<file path="src/hdl/pdbv_pkg.sv">
// Package for the pose difference body velocity unit.
// Holds the sequencer state type and the fixed widths and constants; no dependencies.
`default_nettype none

package pdbv_pkg;

    localparam int POS_W   = 32;
    localparam int QUAT_W  = 16;
    localparam int TIME_W  = 32;
    localparam int VEL_W   = 32;
    localparam int DIFF_W  = POS_W + 1;    // position difference
    localparam int QPROD_W = 2 * QUAT_W;   // product of two quaternion parts
    localparam int CSUM_W  = QPROD_W + 3;  // sum of four products, doubled
    localparam int COEF_W  = 29;           // rotation coefficient in Q.24
    localparam int COEF_SH = 2 * (QUAT_W - 1) - 24;
    localparam int MA_W    = 29;           // multiplier operand A
    localparam int MB_W    = 18;           // multiplier operand B
    localparam int PROD_W  = MA_W + MB_W;
    localparam int ACC_W   = 64;
    localparam int ROT_W   = 44;           // rotated difference in Q.20
    localparam int ROT_LO  = 28;           // low part width of the rotated value
    localparam int CNT_W   = 6;            // divider step counter
    localparam int NUM_QP  = 10;           // quaternion products
    localparam int NUM_M   = 9;            // matrix coefficients

    localparam logic [MB_W-1:0] SCALE_US = MB_W'(62500);

    // Quaternion product slots.
    localparam logic [3:0] QP_WW = 4'd0;
    localparam logic [3:0] QP_XX = 4'd1;
    localparam logic [3:0] QP_YY = 4'd2;
    localparam logic [3:0] QP_ZZ = 4'd3;
    localparam logic [3:0] QP_XY = 4'd4;
    localparam logic [3:0] QP_WZ = 4'd5;
    localparam logic [3:0] QP_XZ = 4'd6;
    localparam logic [3:0] QP_WY = 4'd7;
    localparam logic [3:0] QP_YZ = 4'd8;
    localparam logic [3:0] QP_WX = 4'd9;

    typedef enum logic [3:0] {
        ST_IDLE,
        ST_QMUL,
        ST_QSTORE,
        ST_COEF,
        ST_MUL,
        ST_ACC,
        ST_ROUND,
        ST_SMUL,
        ST_SACC,
        ST_DIVINIT,
        ST_DIV,
        ST_FIN,
        ST_DONE
    } t_state;

endpackage

`default_nettype wire

</file>
<file path="src/hdl/pose_difference_body_velocity_unit.sv">
// Top level of the pose difference body velocity unit: sequencer and shared datapath.
// Depends on pdbv_pkg for the state type and fixed widths.
`default_nettype none

//  Channel | Handshake                    | Payload
//  --------+------------------------------+-------------------------------------------
//  input   | i_in_valid / o_in_stall      | i_stamp_us, i_pos_x/y/z, i_quat_w/x/y/z
//  output  | o_out_valid / i_out_stall    | o_vel_x/y/z, o_time_error
//
// An item that follows a previous sample keeps the input stalled until it is through:
// the ten quaternion products, the nine rotation coefficients, and for each of the
// three axes the matrix row, rounding and scaling and the divider; then it hands the
// result over, waiting while the output is stalled, and goes back to idle.
// The steps share the one 29 by 18 bit multiplier; the divider is bit-serial.
// The first item after reset is only stored; a zero time difference skips the steps.
// Reset is synchronous and active low. The output register holds a result until it
// is taken; a new item is accepted meanwhile, but its result waits in the sequencer.

module pose_difference_body_velocity_unit (
    input  wire                                 i_clk,
    input  wire                                 i_rst_n,
    input  wire                                 i_in_valid,
    output logic                                o_in_stall,
    input  wire  [pdbv_pkg::TIME_W-1:0]         i_stamp_us,
    input  wire  signed [pdbv_pkg::POS_W-1:0]   i_pos_x,
    input  wire  signed [pdbv_pkg::POS_W-1:0]   i_pos_y,
    input  wire  signed [pdbv_pkg::POS_W-1:0]   i_pos_z,
    input  wire  signed [pdbv_pkg::QUAT_W-1:0]  i_quat_w,
    input  wire  signed [pdbv_pkg::QUAT_W-1:0]  i_quat_x,
    input  wire  signed [pdbv_pkg::QUAT_W-1:0]  i_quat_y,
    input  wire  signed [pdbv_pkg::QUAT_W-1:0]  i_quat_z,
    output logic                                o_out_valid,
    input  wire                                 i_out_stall,
    output logic signed [pdbv_pkg::VEL_W-1:0]   o_vel_x,
    output logic signed [pdbv_pkg::VEL_W-1:0]   o_vel_y,
    output logic signed [pdbv_pkg::VEL_W-1:0]   o_vel_z,
    output logic                                o_time_error
);
    import pdbv_pkg::*;

    // Sequencer.
    t_state r_state, n_state;

    // Stored previous sample.
    logic                     r_have_prev;
    logic [TIME_W-1:0]        r_prev_stamp;
    logic signed [POS_W-1:0]  r_prev_x, r_prev_y, r_prev_z;
    logic signed [QUAT_W-1:0] r_prev_qw, r_prev_qx, r_prev_qy, r_prev_qz;

    // Working copy of the item under way: the quaternion of the earlier sample,
    // the position difference and the time difference.
    logic signed [QUAT_W-1:0] r_cw, r_cx, r_cy, r_cz;
    logic signed [DIFF_W-1:0] r_d [3];
    logic [TIME_W-1:0]        r_dt;

    // Intermediate results.
    logic signed [QPROD_W-1:0] r_qp [NUM_QP];
    logic signed [COEF_W-1:0]  r_m  [NUM_M];
    logic signed [PROD_W-1:0]  r_prod;
    logic signed [ACC_W-1:0]   r_acc;
    logic signed [ROT_W-1:0]   r_rot;
    logic [ACC_W-1:0]          r_quo;
    logic [TIME_W:0]           r_rem;
    logic                      r_neg;
    logic signed [VEL_W-1:0]   r_vel [3];
    logic                      r_err;

    // Counters: product or coefficient slot, axis, column, half and divider step.
    logic [3:0]       r_k;
    logic [1:0]       r_i;
    logic [1:0]       r_j;
    logic             r_half;
    logic [CNT_W-1:0] r_cnt;

    logic                     accept;
    logic                     out_free;
    logic signed [MA_W-1:0]   mul_a;
    logic signed [MB_W-1:0]   mul_b;
    logic signed [TIME_W:0]   dt_full;
    logic [TIME_W-1:0]        dt_new;

    assign accept   = i_in_valid && !o_in_stall;
    assign out_free = !o_out_valid || !i_out_stall;
    assign dt_new   = i_stamp_us - r_prev_stamp;
    assign dt_full  = {1'b0, r_dt};

    // Next state.
    always_comb begin
        n_state = r_state;
        unique case (r_state)
            ST_IDLE: begin
                if (accept && r_have_prev) begin
                    n_state = (dt_new == '0) ? ST_DONE : ST_QMUL;
                end
            end
            ST_QMUL:    n_state = ST_QSTORE;
            ST_QSTORE:  n_state = (r_k == 4'(NUM_QP - 1)) ? ST_COEF : ST_QMUL;
            ST_COEF:    n_state = (r_k == 4'(NUM_M - 1)) ? ST_MUL : ST_COEF;
            ST_MUL:     n_state = ST_ACC;
            ST_ACC:     n_state = (r_half && r_j == 2'd2) ? ST_ROUND : ST_MUL;
            ST_ROUND:   n_state = ST_SMUL;
            ST_SMUL:    n_state = ST_SACC;
            ST_SACC:    n_state = r_half ? ST_DIVINIT : ST_SMUL;
            ST_DIVINIT: n_state = ST_DIV;
            ST_DIV:     n_state = (r_cnt == '1) ? ST_FIN : ST_DIV;
            ST_FIN:     n_state = (r_i == 2'd2) ? ST_DONE : ST_MUL;
            ST_DONE:    n_state = out_free ? ST_IDLE : ST_DONE;
            default:    n_state = ST_IDLE;
        endcase
    end

    // Outputs of the sequencer: input stall and the operands of the shared multiplier.
    always_comb begin
        o_in_stall = (r_state != ST_IDLE);
        mul_a      = '0;
        mul_b      = '0;
        unique case (r_state)
            ST_QMUL: begin
                unique case (r_k)
                    QP_WW:   begin mul_a = MA_W'(r_cw); mul_b = MB_W'(r_cw); end
                    QP_XX:   begin mul_a = MA_W'(r_cx); mul_b = MB_W'(r_cx); end
                    QP_YY:   begin mul_a = MA_W'(r_cy); mul_b = MB_W'(r_cy); end
                    QP_ZZ:   begin mul_a = MA_W'(r_cz); mul_b = MB_W'(r_cz); end
                    QP_XY:   begin mul_a = MA_W'(r_cx); mul_b = MB_W'(r_cy); end
                    QP_WZ:   begin mul_a = MA_W'(r_cw); mul_b = MB_W'(r_cz); end
                    QP_XZ:   begin mul_a = MA_W'(r_cx); mul_b = MB_W'(r_cz); end
                    QP_WY:   begin mul_a = MA_W'(r_cw); mul_b = MB_W'(r_cy); end
                    QP_YZ:   begin mul_a = MA_W'(r_cy); mul_b = MB_W'(r_cz); end
                    QP_WX:   begin mul_a = MA_W'(r_cw); mul_b = MB_W'(r_cx); end
                    default: begin mul_a = '0; mul_b = '0; end
                endcase
            end
            ST_MUL: begin
                mul_a = r_m[r_k];
                if (r_half) begin
                    mul_b = MB_W'($signed(r_d[r_j][DIFF_W-1:16]));
                end else begin
                    mul_b = {2'b00, r_d[r_j][15:0]};
                end
            end
            ST_SMUL: begin
                if (r_half) begin
                    mul_a = MA_W'($signed(r_rot[ROT_W-1:ROT_LO]));
                end else begin
                    mul_a = {1'b0, r_rot[ROT_LO-1:0]};
                end
                mul_b = SCALE_US;
            end
            default: begin
                mul_a = '0;
                mul_b = '0;
            end
        endcase
    end

    // Coefficient formation for slot r_k: a sum of products, then rounded to Q.24.
    logic signed [CSUM_W-1:0] csum;
    logic [CSUM_W-1:0]        cmag;
    logic [CSUM_W-1:0]        crnd;
    logic signed [COEF_W-1:0] coef;

    always_comb begin
        unique case (r_k)
            4'd0: csum = CSUM_W'(r_qp[QP_WW]) + CSUM_W'(r_qp[QP_XX])
                         - CSUM_W'(r_qp[QP_YY]) - CSUM_W'(r_qp[QP_ZZ]);
            4'd1: csum = (CSUM_W'(r_qp[QP_XY]) + CSUM_W'(r_qp[QP_WZ])) <<< 1;
            4'd2: csum = (CSUM_W'(r_qp[QP_XZ]) - CSUM_W'(r_qp[QP_WY])) <<< 1;
            4'd3: csum = (CSUM_W'(r_qp[QP_XY]) - CSUM_W'(r_qp[QP_WZ])) <<< 1;
            4'd4: csum = CSUM_W'(r_qp[QP_WW]) - CSUM_W'(r_qp[QP_XX])
                         + CSUM_W'(r_qp[QP_YY]) - CSUM_W'(r_qp[QP_ZZ]);
            4'd5: csum = (CSUM_W'(r_qp[QP_YZ]) + CSUM_W'(r_qp[QP_WX])) <<< 1;
            4'd6: csum = (CSUM_W'(r_qp[QP_XZ]) + CSUM_W'(r_qp[QP_WY])) <<< 1;
            4'd7: csum = (CSUM_W'(r_qp[QP_YZ]) - CSUM_W'(r_qp[QP_WX])) <<< 1;
            4'd8: csum = CSUM_W'(r_qp[QP_WW]) - CSUM_W'(r_qp[QP_XX])
                         - CSUM_W'(r_qp[QP_YY]) + CSUM_W'(r_qp[QP_ZZ]);
            default: csum = '0;
        endcase
        // Round half away from zero on the magnitude.
        cmag = csum[CSUM_W-1] ? CSUM_W'(-csum) : CSUM_W'(csum);
        crnd = (cmag + (CSUM_W'(1) << (COEF_SH - 1))) >> COEF_SH;
        coef = csum[CSUM_W-1] ? -COEF_W'(crnd) : COEF_W'(crnd);
    end

    // Rounding of the accumulated row from Q.40 to Q.20.
    logic [ACC_W-1:0] amag;
    logic [ACC_W-1:0] arnd;
    assign amag = r_acc[ACC_W-1] ? ACC_W'(-r_acc) : ACC_W'(r_acc);
    assign arnd = (amag + (ACC_W'(1) << 19)) >> 20;

    // One restoring divider step: shift in the next numerator bit and try the subtraction.
    logic [TIME_W:0] div_try;
    logic            div_ge;
    assign div_try = {r_rem[TIME_W-1:0], r_quo[ACC_W-1]};
    assign div_ge  = (div_try >= dt_full);

    // Final rounding of the quotient and saturation to the velocity range.
    logic [TIME_W:0]         rem_left;
    logic [ACC_W-1:0]        qrnd;
    logic signed [VEL_W-1:0] vel_fin;
    always_comb begin
        rem_left = dt_full - r_rem;
        qrnd     = (r_rem >= rem_left) ? r_quo + ACC_W'(1) : r_quo;
        if (!r_neg && qrnd > ACC_W'(32'h7FFF_FFFF)) begin
            vel_fin = {1'b0, {(VEL_W-1){1'b1}}};
        end else if (r_neg && qrnd > ACC_W'(33'h0_8000_0000)) begin
            vel_fin = {1'b1, {(VEL_W-1){1'b0}}};
        end else if (r_neg) begin
            vel_fin = -VEL_W'(qrnd);
        end else begin
            vel_fin = VEL_W'(qrnd);
        end
    end

    // Control registers.
    always_ff @(posedge i_clk) begin
        if (!i_rst_n) begin
            r_state     <= ST_IDLE;
            r_have_prev <= 1'b0;
            o_out_valid <= 1'b0;
            r_k         <= '0;
            r_i         <= '0;
            r_j         <= '0;
            r_half      <= 1'b0;
            r_cnt       <= '0;
        end else begin
            r_state <= n_state;
            if (accept) begin
                r_have_prev <= 1'b1;
            end
            if (r_state == ST_DONE && out_free) begin
                o_out_valid <= 1'b1;
            end else if (!i_out_stall) begin
                o_out_valid <= 1'b0;
            end

            unique case (r_state)
                ST_IDLE: begin
                    r_k    <= '0;
                    r_i    <= '0;
                    r_j    <= '0;
                    r_half <= 1'b0;
                end
                ST_QSTORE: begin
                    r_k <= (r_k == 4'(NUM_QP - 1)) ? '0 : r_k + 4'd1;
                end
                ST_COEF: begin
                    r_k <= (r_k == 4'(NUM_M - 1)) ? '0 : r_k + 4'd1;
                end
                ST_ACC: begin
                    r_half <= !r_half;
                    if (r_half) begin
                        r_k <= r_k + 4'd1;
                        r_j <= (r_j == 2'd2) ? 2'd0 : r_j + 2'd1;
                    end
                end
                ST_SACC: begin
                    r_half <= !r_half;
                end
                ST_DIVINIT: begin
                    r_cnt <= '0;
                end
                ST_DIV: begin
                    r_cnt <= r_cnt + CNT_W'(1);
                end
                ST_FIN: begin
                    r_i <= r_i + 2'd1;
                end
                default: begin
                    r_k <= r_k;
                end
            endcase
        end
    end

    // Datapath registers.
    always_ff @(posedge i_clk) begin
        r_prod <= mul_a * mul_b;

        if (accept) begin
            r_prev_stamp <= i_stamp_us;
            r_prev_x     <= i_pos_x;
            r_prev_y     <= i_pos_y;
            r_prev_z     <= i_pos_z;
            r_prev_qw    <= i_quat_w;
            r_prev_qx    <= i_quat_x;
            r_prev_qy    <= i_quat_y;
            r_prev_qz    <= i_quat_z;
            // The rotation uses the orientation of the earlier sample.
            r_cw   <= r_prev_qw;
            r_cx   <= r_prev_qx;
            r_cy   <= r_prev_qy;
            r_cz   <= r_prev_qz;
            r_d[0] <= DIFF_W'(i_pos_x) - DIFF_W'(r_prev_x);
            r_d[1] <= DIFF_W'(i_pos_y) - DIFF_W'(r_prev_y);
            r_d[2] <= DIFF_W'(i_pos_z) - DIFF_W'(r_prev_z);
            r_dt   <= dt_new;
            r_acc  <= '0;
            // A zero time difference gives a zero velocity and the error flag.
            r_err    <= (dt_new == '0);
            r_vel[0] <= '0;
            r_vel[1] <= '0;
            r_vel[2] <= '0;
        end

        unique case (r_state)
            ST_QSTORE: r_qp[r_k] <= QPROD_W'(r_prod);
            ST_COEF:   r_m[r_k]  <= coef;
            ST_ACC: begin
                if (r_half) begin
                    r_acc <= r_acc + (ACC_W'(r_prod) <<< 16);
                end else begin
                    r_acc <= r_acc + ACC_W'(r_prod);
                end
            end
            ST_ROUND: begin
                r_rot <= r_acc[ACC_W-1] ? -ROT_W'(arnd) : ROT_W'(arnd);
                r_acc <= '0;
            end
            ST_SACC: begin
                if (r_half) begin
                    r_acc <= r_acc + (ACC_W'(r_prod) <<< ROT_LO);
                end else begin
                    r_acc <= r_acc + ACC_W'(r_prod);
                end
            end
            ST_DIVINIT: begin
                r_neg <= r_acc[ACC_W-1];
                r_quo <= amag;
                r_rem <= '0;
            end
            ST_DIV: begin
                r_rem <= div_ge ? div_try - dt_full : div_try;
                r_quo <= {r_quo[ACC_W-2:0], div_ge};
            end
            ST_FIN: begin
                r_vel[r_i] <= vel_fin;
                r_acc      <= '0;
            end
            default: begin
                r_neg <= r_neg;
            end
        endcase

        if (r_state == ST_DONE && out_free) begin
            o_vel_x      <= r_vel[0];
            o_vel_y      <= r_vel[1];
            o_vel_z      <= r_vel[2];
            o_time_error <= r_err;
        end
    end

endmodule

`default_nettype wire
</file>
<file path="config.mk">
export PLATFORM = sky130hd
export DESIGN_NAME = pose_difference_body_velocity_unit
export DESIGN_NICKNAME = d
export VERILOG_FILES = /design/src/hdl/pdbv_pkg.sv /design/src/hdl/pose_difference_body_velocity_unit.sv
export SDC_FILE = /design/constraint.sdc
export NUM_CORES = 2
export LEC_CHECK = 0
export BUFFER_PORTS_ARGS = -buffer_cell sky130_fd_sc_hd__buf_2
export CAP_MARGIN = 10
export CORE_AREA = 2 2 516 518
export DETAILED_ROUTE_END_ITERATION = 7
export DIE_AREA = 0 0 518 520
export SLEW_MARGIN = 20
export SYNTH_ARGS = -nofsm -noshare
export SYNTH_HDL_FRONTEND = slang
export SYNTH_SLANG_ARGS = --single-unit
</file>
<file path="constraint.sdc">
create_clock -name i_clk -period 12.7 [get_ports i_clk]
set_input_delay 0.635 -clock i_clk [delete_from_list [all_inputs] [get_ports i_clk]]
set_output_delay 0.635 -clock i_clk [all_outputs]
set_load 0.01 [all_outputs]
</file>
==> run_results.csv <==
group,metric,value,unit
placement,pre_cts_ws,62.9,ps
cells_and_area,nNetsFinal,14000,
global_routing,top_usage_layer,"met2",
drt,drtPass1Iterations,8,
logic_synthesis,synth.avg_cell_area,9.91,um2
worst_setup_path,worstPathMaxFanout,9,
cells_and_area,fill_cells,23900,
placement,hpwl,310000,um
floorplan,start_util,44.7,%
timing,holdWs,54.8,ps
drt,wirelength,409000,um
cts,post-cts-setup-buffer-count,0,
cts,cts.path.max_buffers,4,
timing,drv_slew,0,
logic_synthesis,syn_nets,13600,
floorplan,die_area,0.269,mm2
worst_setup_path,crit_slowest_cell,"o41ai_1",
timing,tns,0,ps
drt,ant_nets,0,
global_routing,grtUsageTotal,29.5,%
power_and_ir_drop,ir_worst_vdd,0.136,mV
floorplan,rows,189,
floorplan,die_w,518,um
logic_synthesis,yosysTopAreaCell,"edfxtp_1",
placement,finalWeightedCongestion,0.985,
logic_synthesis,synth_top_flop_cell,"edfxtp_1",
run,cap_violations,0,
global_routing,grt_pass1_wl,603000,um
logic_synthesis,synth-xor-area-share,5.35,%
power_and_ir_drop,powerDensity,102,mW/mm2
cts,cts_tree,"done",
cts,cts_made_buffers,179,
logic_synthesis,ys_seq_elements,1442,
run_status,status,"complete, but fails checks",
logic_synthesis,synthSimpleGateAreaFrac,14.5,%
timing,finalCriticalPeriod,11980,ps
logic_synthesis,async_flop_share,0,%
power_and_ir_drop,p_leak,52.5,nW
worst_setup_path,arrival,12560,ps
cts,insertion_delay,910,ps
cts,htreeDepth,4,
drt,drt_iter0_markers,11500,
floorplan,dieHeight,520,um
global_routing,use_met2,45.4,%
timing,finalWorstSetupSlack,724,ps
cts,clockRootBuffer,"clkbuf_16",
placement,port_buffers,294,
floorplan,num_io_pins,295,
timing,tightestPinTransition,1240,ps
drt,via_per_inst,6.05,
floorplan,core-area,0.264,mm2
run_status,violations,"DRC",
logic_synthesis,ys_top_cells_by_area,"edfxtp_1, fa_1, ha_1",
timing,finalClockSkew,120,ps
cells_and_area,layout-drive-gt1-share,9.53,%
logic_synthesis,seq_area_frac_synth,36.1,%
global_routing,grt_overflow,0,
timing,fmax,83.5,MHz
global_routing,grt_max_degree,91,
logic_synthesis,synthMuxAreaShare,3.08,%
logic_synthesis,synth_compound_area_share,15.7,%
logic_synthesis,yosys_warnings,0,
logic_synthesis,yosys.area_share.adder,19.8,%
worst_setup_path,required,13280,ps
global_routing,grt_pass1_vias,94600,
worst_setup_path,end_kind,"flop",
timing,hold_viol,0,
logic_synthesis,synthCells,11900,
worst_hold_path,hp-class,"in -> reg",
drt,wl_per_cell,25.5,um
global_routing,antenna_found_initial,33,
global_routing,grtUsageMet1,41.5,%
cts,clock_sinks,1442,
drt,drc,11,
timing,setup_viol,0,
global_routing,grt_util_met3,4.78,%
logic_synthesis,synth-edff-count,1368,
worst_setup_path,cpPeakStageDelay,710,ps
cells_and_area,synthToLayoutAreaGrowth,12.2,%
logic_synthesis,synth_top_area_share,34.8,%
worst_setup_path,startpoint_type,"flop",
logic_synthesis,synth_top_family_by_area,"adder cells",
cts,path_clk_slew,60,ps
drt,route.vias.total,97000,
logic_synthesis,syn-cell-area,0.118,mm2
timing,min_period_over_period,94.3,%
worst_setup_path,critPathKind,"reg -> reg",
timing,max_slew_margin,15.1,%
logic_synthesis,synth.distinct_cells,107,
==> through the flow <==
stage               power [mW]  area [um2]  instances  utilization (%)
floorplan                 7.32      118000      11900                -
global placement          8.12      124000      15500             47.1
detailed placement        8.18      124000      15500             47.2
CTS                       13.5      132000      16000             50.1
global route              14.0      132000      16000             50.2
finish                    13.5      132000      16000             50.2
==> final cells by class <==
type	count	area, um2	share of cell area (%)
sequential	1442	42600	32.2
timing repair buffer	748	5370	4.06
multi-input combinational	8759	69400	52.4
clock inverter	116	1360	1.03
inverter	1219	4590	3.46
antenna	7	17.5	0.0132
clock buffer	205	4630	3.50
tap	3533	4420	3.34
==> state kept, by name (all words and copies together), names as in the netlist, 33 cells and up, named ones only <==
register and count:
r_rem 33, r_d 99, r_rot 44, r_qp 320, r_vel 96, r_prod 47, r_m 261, r_quo 64
r_acc 64
==> repair_timing <==
action                     in CTS  in global routing
setup endpoints to repair       9                135
hold endpoints to repair      181                  0
hold buffers                  181                  0
pin swaps                       0                  1
resized for setup               1                 10
==> layout by cell type, fill, tap and decap left out, types with 99 or more instances in the layout <==
master	instances
o21a_1	106
fa_1	652
nor3_1	260
xor2_1	228
a211oi_1	116
nand2_1	995
edfxtp_1	1368
and3_1	99
a21o_1	196
xnor2_1	482
clkbuf_16	181
nor2_1	843
nand3_1	252
nand2b_1	154
buf_4	270
inv_1	1216
or3_1	109
buf_2	294
dlygate4sd3_1	181
ha_1	827
o31ai_1	110
o21ai_0	603
nor2b_1	170
nand4_1	144
a21oi_1	641
mux2i_1	143
o211ai_1	99
==> cells by family (layout without fill, tap and decap cells) <==
| kind of cell | count (synthesis) | after routing |
|---|---|---|
| other | 0 | 7 |
| and+or+nand+nor | 3518 | 3518 |
| xor gates and xnor gates | 717 | 717 |
| buffers and inverters | 1707 | 2288 |
| AOI/OAI and AO/OA | 2780 | 2780 |
| DFF | 1442 | 1442 |
| muxes | 265 | 265 |
| adders and majority gates | 1479 | 1479 |
==> routing by layer <==
layer	part of all wire, %	wire length (um)
met3	9.0	36700
met2	44	178000
met4	4.4	18000
met1	43	175000
met5	0.019	79
==> path summary, 6_finish.rpt <==
kind                     start      endpoint  slack (ps)  cells after the start
setup reg to reg    r_qp[1][1]    r_m[4][23]         720                     46
hold reg to reg   r_vel[0][30]   o_vel_x[30]         400                      0
setup / recovery    r_qp[1][1]    r_m[4][23]         720                     46
hold / removal     i_pos_y[11]  r_prev_y[11]          50                      1
==> synth_stat cells, drive strengths merged, types with 106 or more instances <==
cell and number:
a211oi 119, a21o 196, a21oi 643, clkbuf 417, edfxtp 1368, fa 652
ha 827, inv 1219, mux2i 146, nand2 998, nand2b 154, nand3 255
nand4 144, nor2 869, nor2b 170, nor3 270, o21a 106, o21ai 615
o31ai 111, or3 110, xnor2 485, xor2 231
==> critical path, delay by kind of cell, from the launching register on <==
kind	cells	cell delay [ps]
compound gates	21	5140
xor+xnor	3	530
simple gates	14	3580
fa+ha+maj	4	1340
buf+inv	4	660
flops	1	450
==> power by group <==
part,internal (mW),switching [mW]
clock,3.17,2.15
combinational,0.901,1.61
sequential,5.52,0.164
total,9.59,3.93
Note: power is estimated with default switching activity, not from simulation.
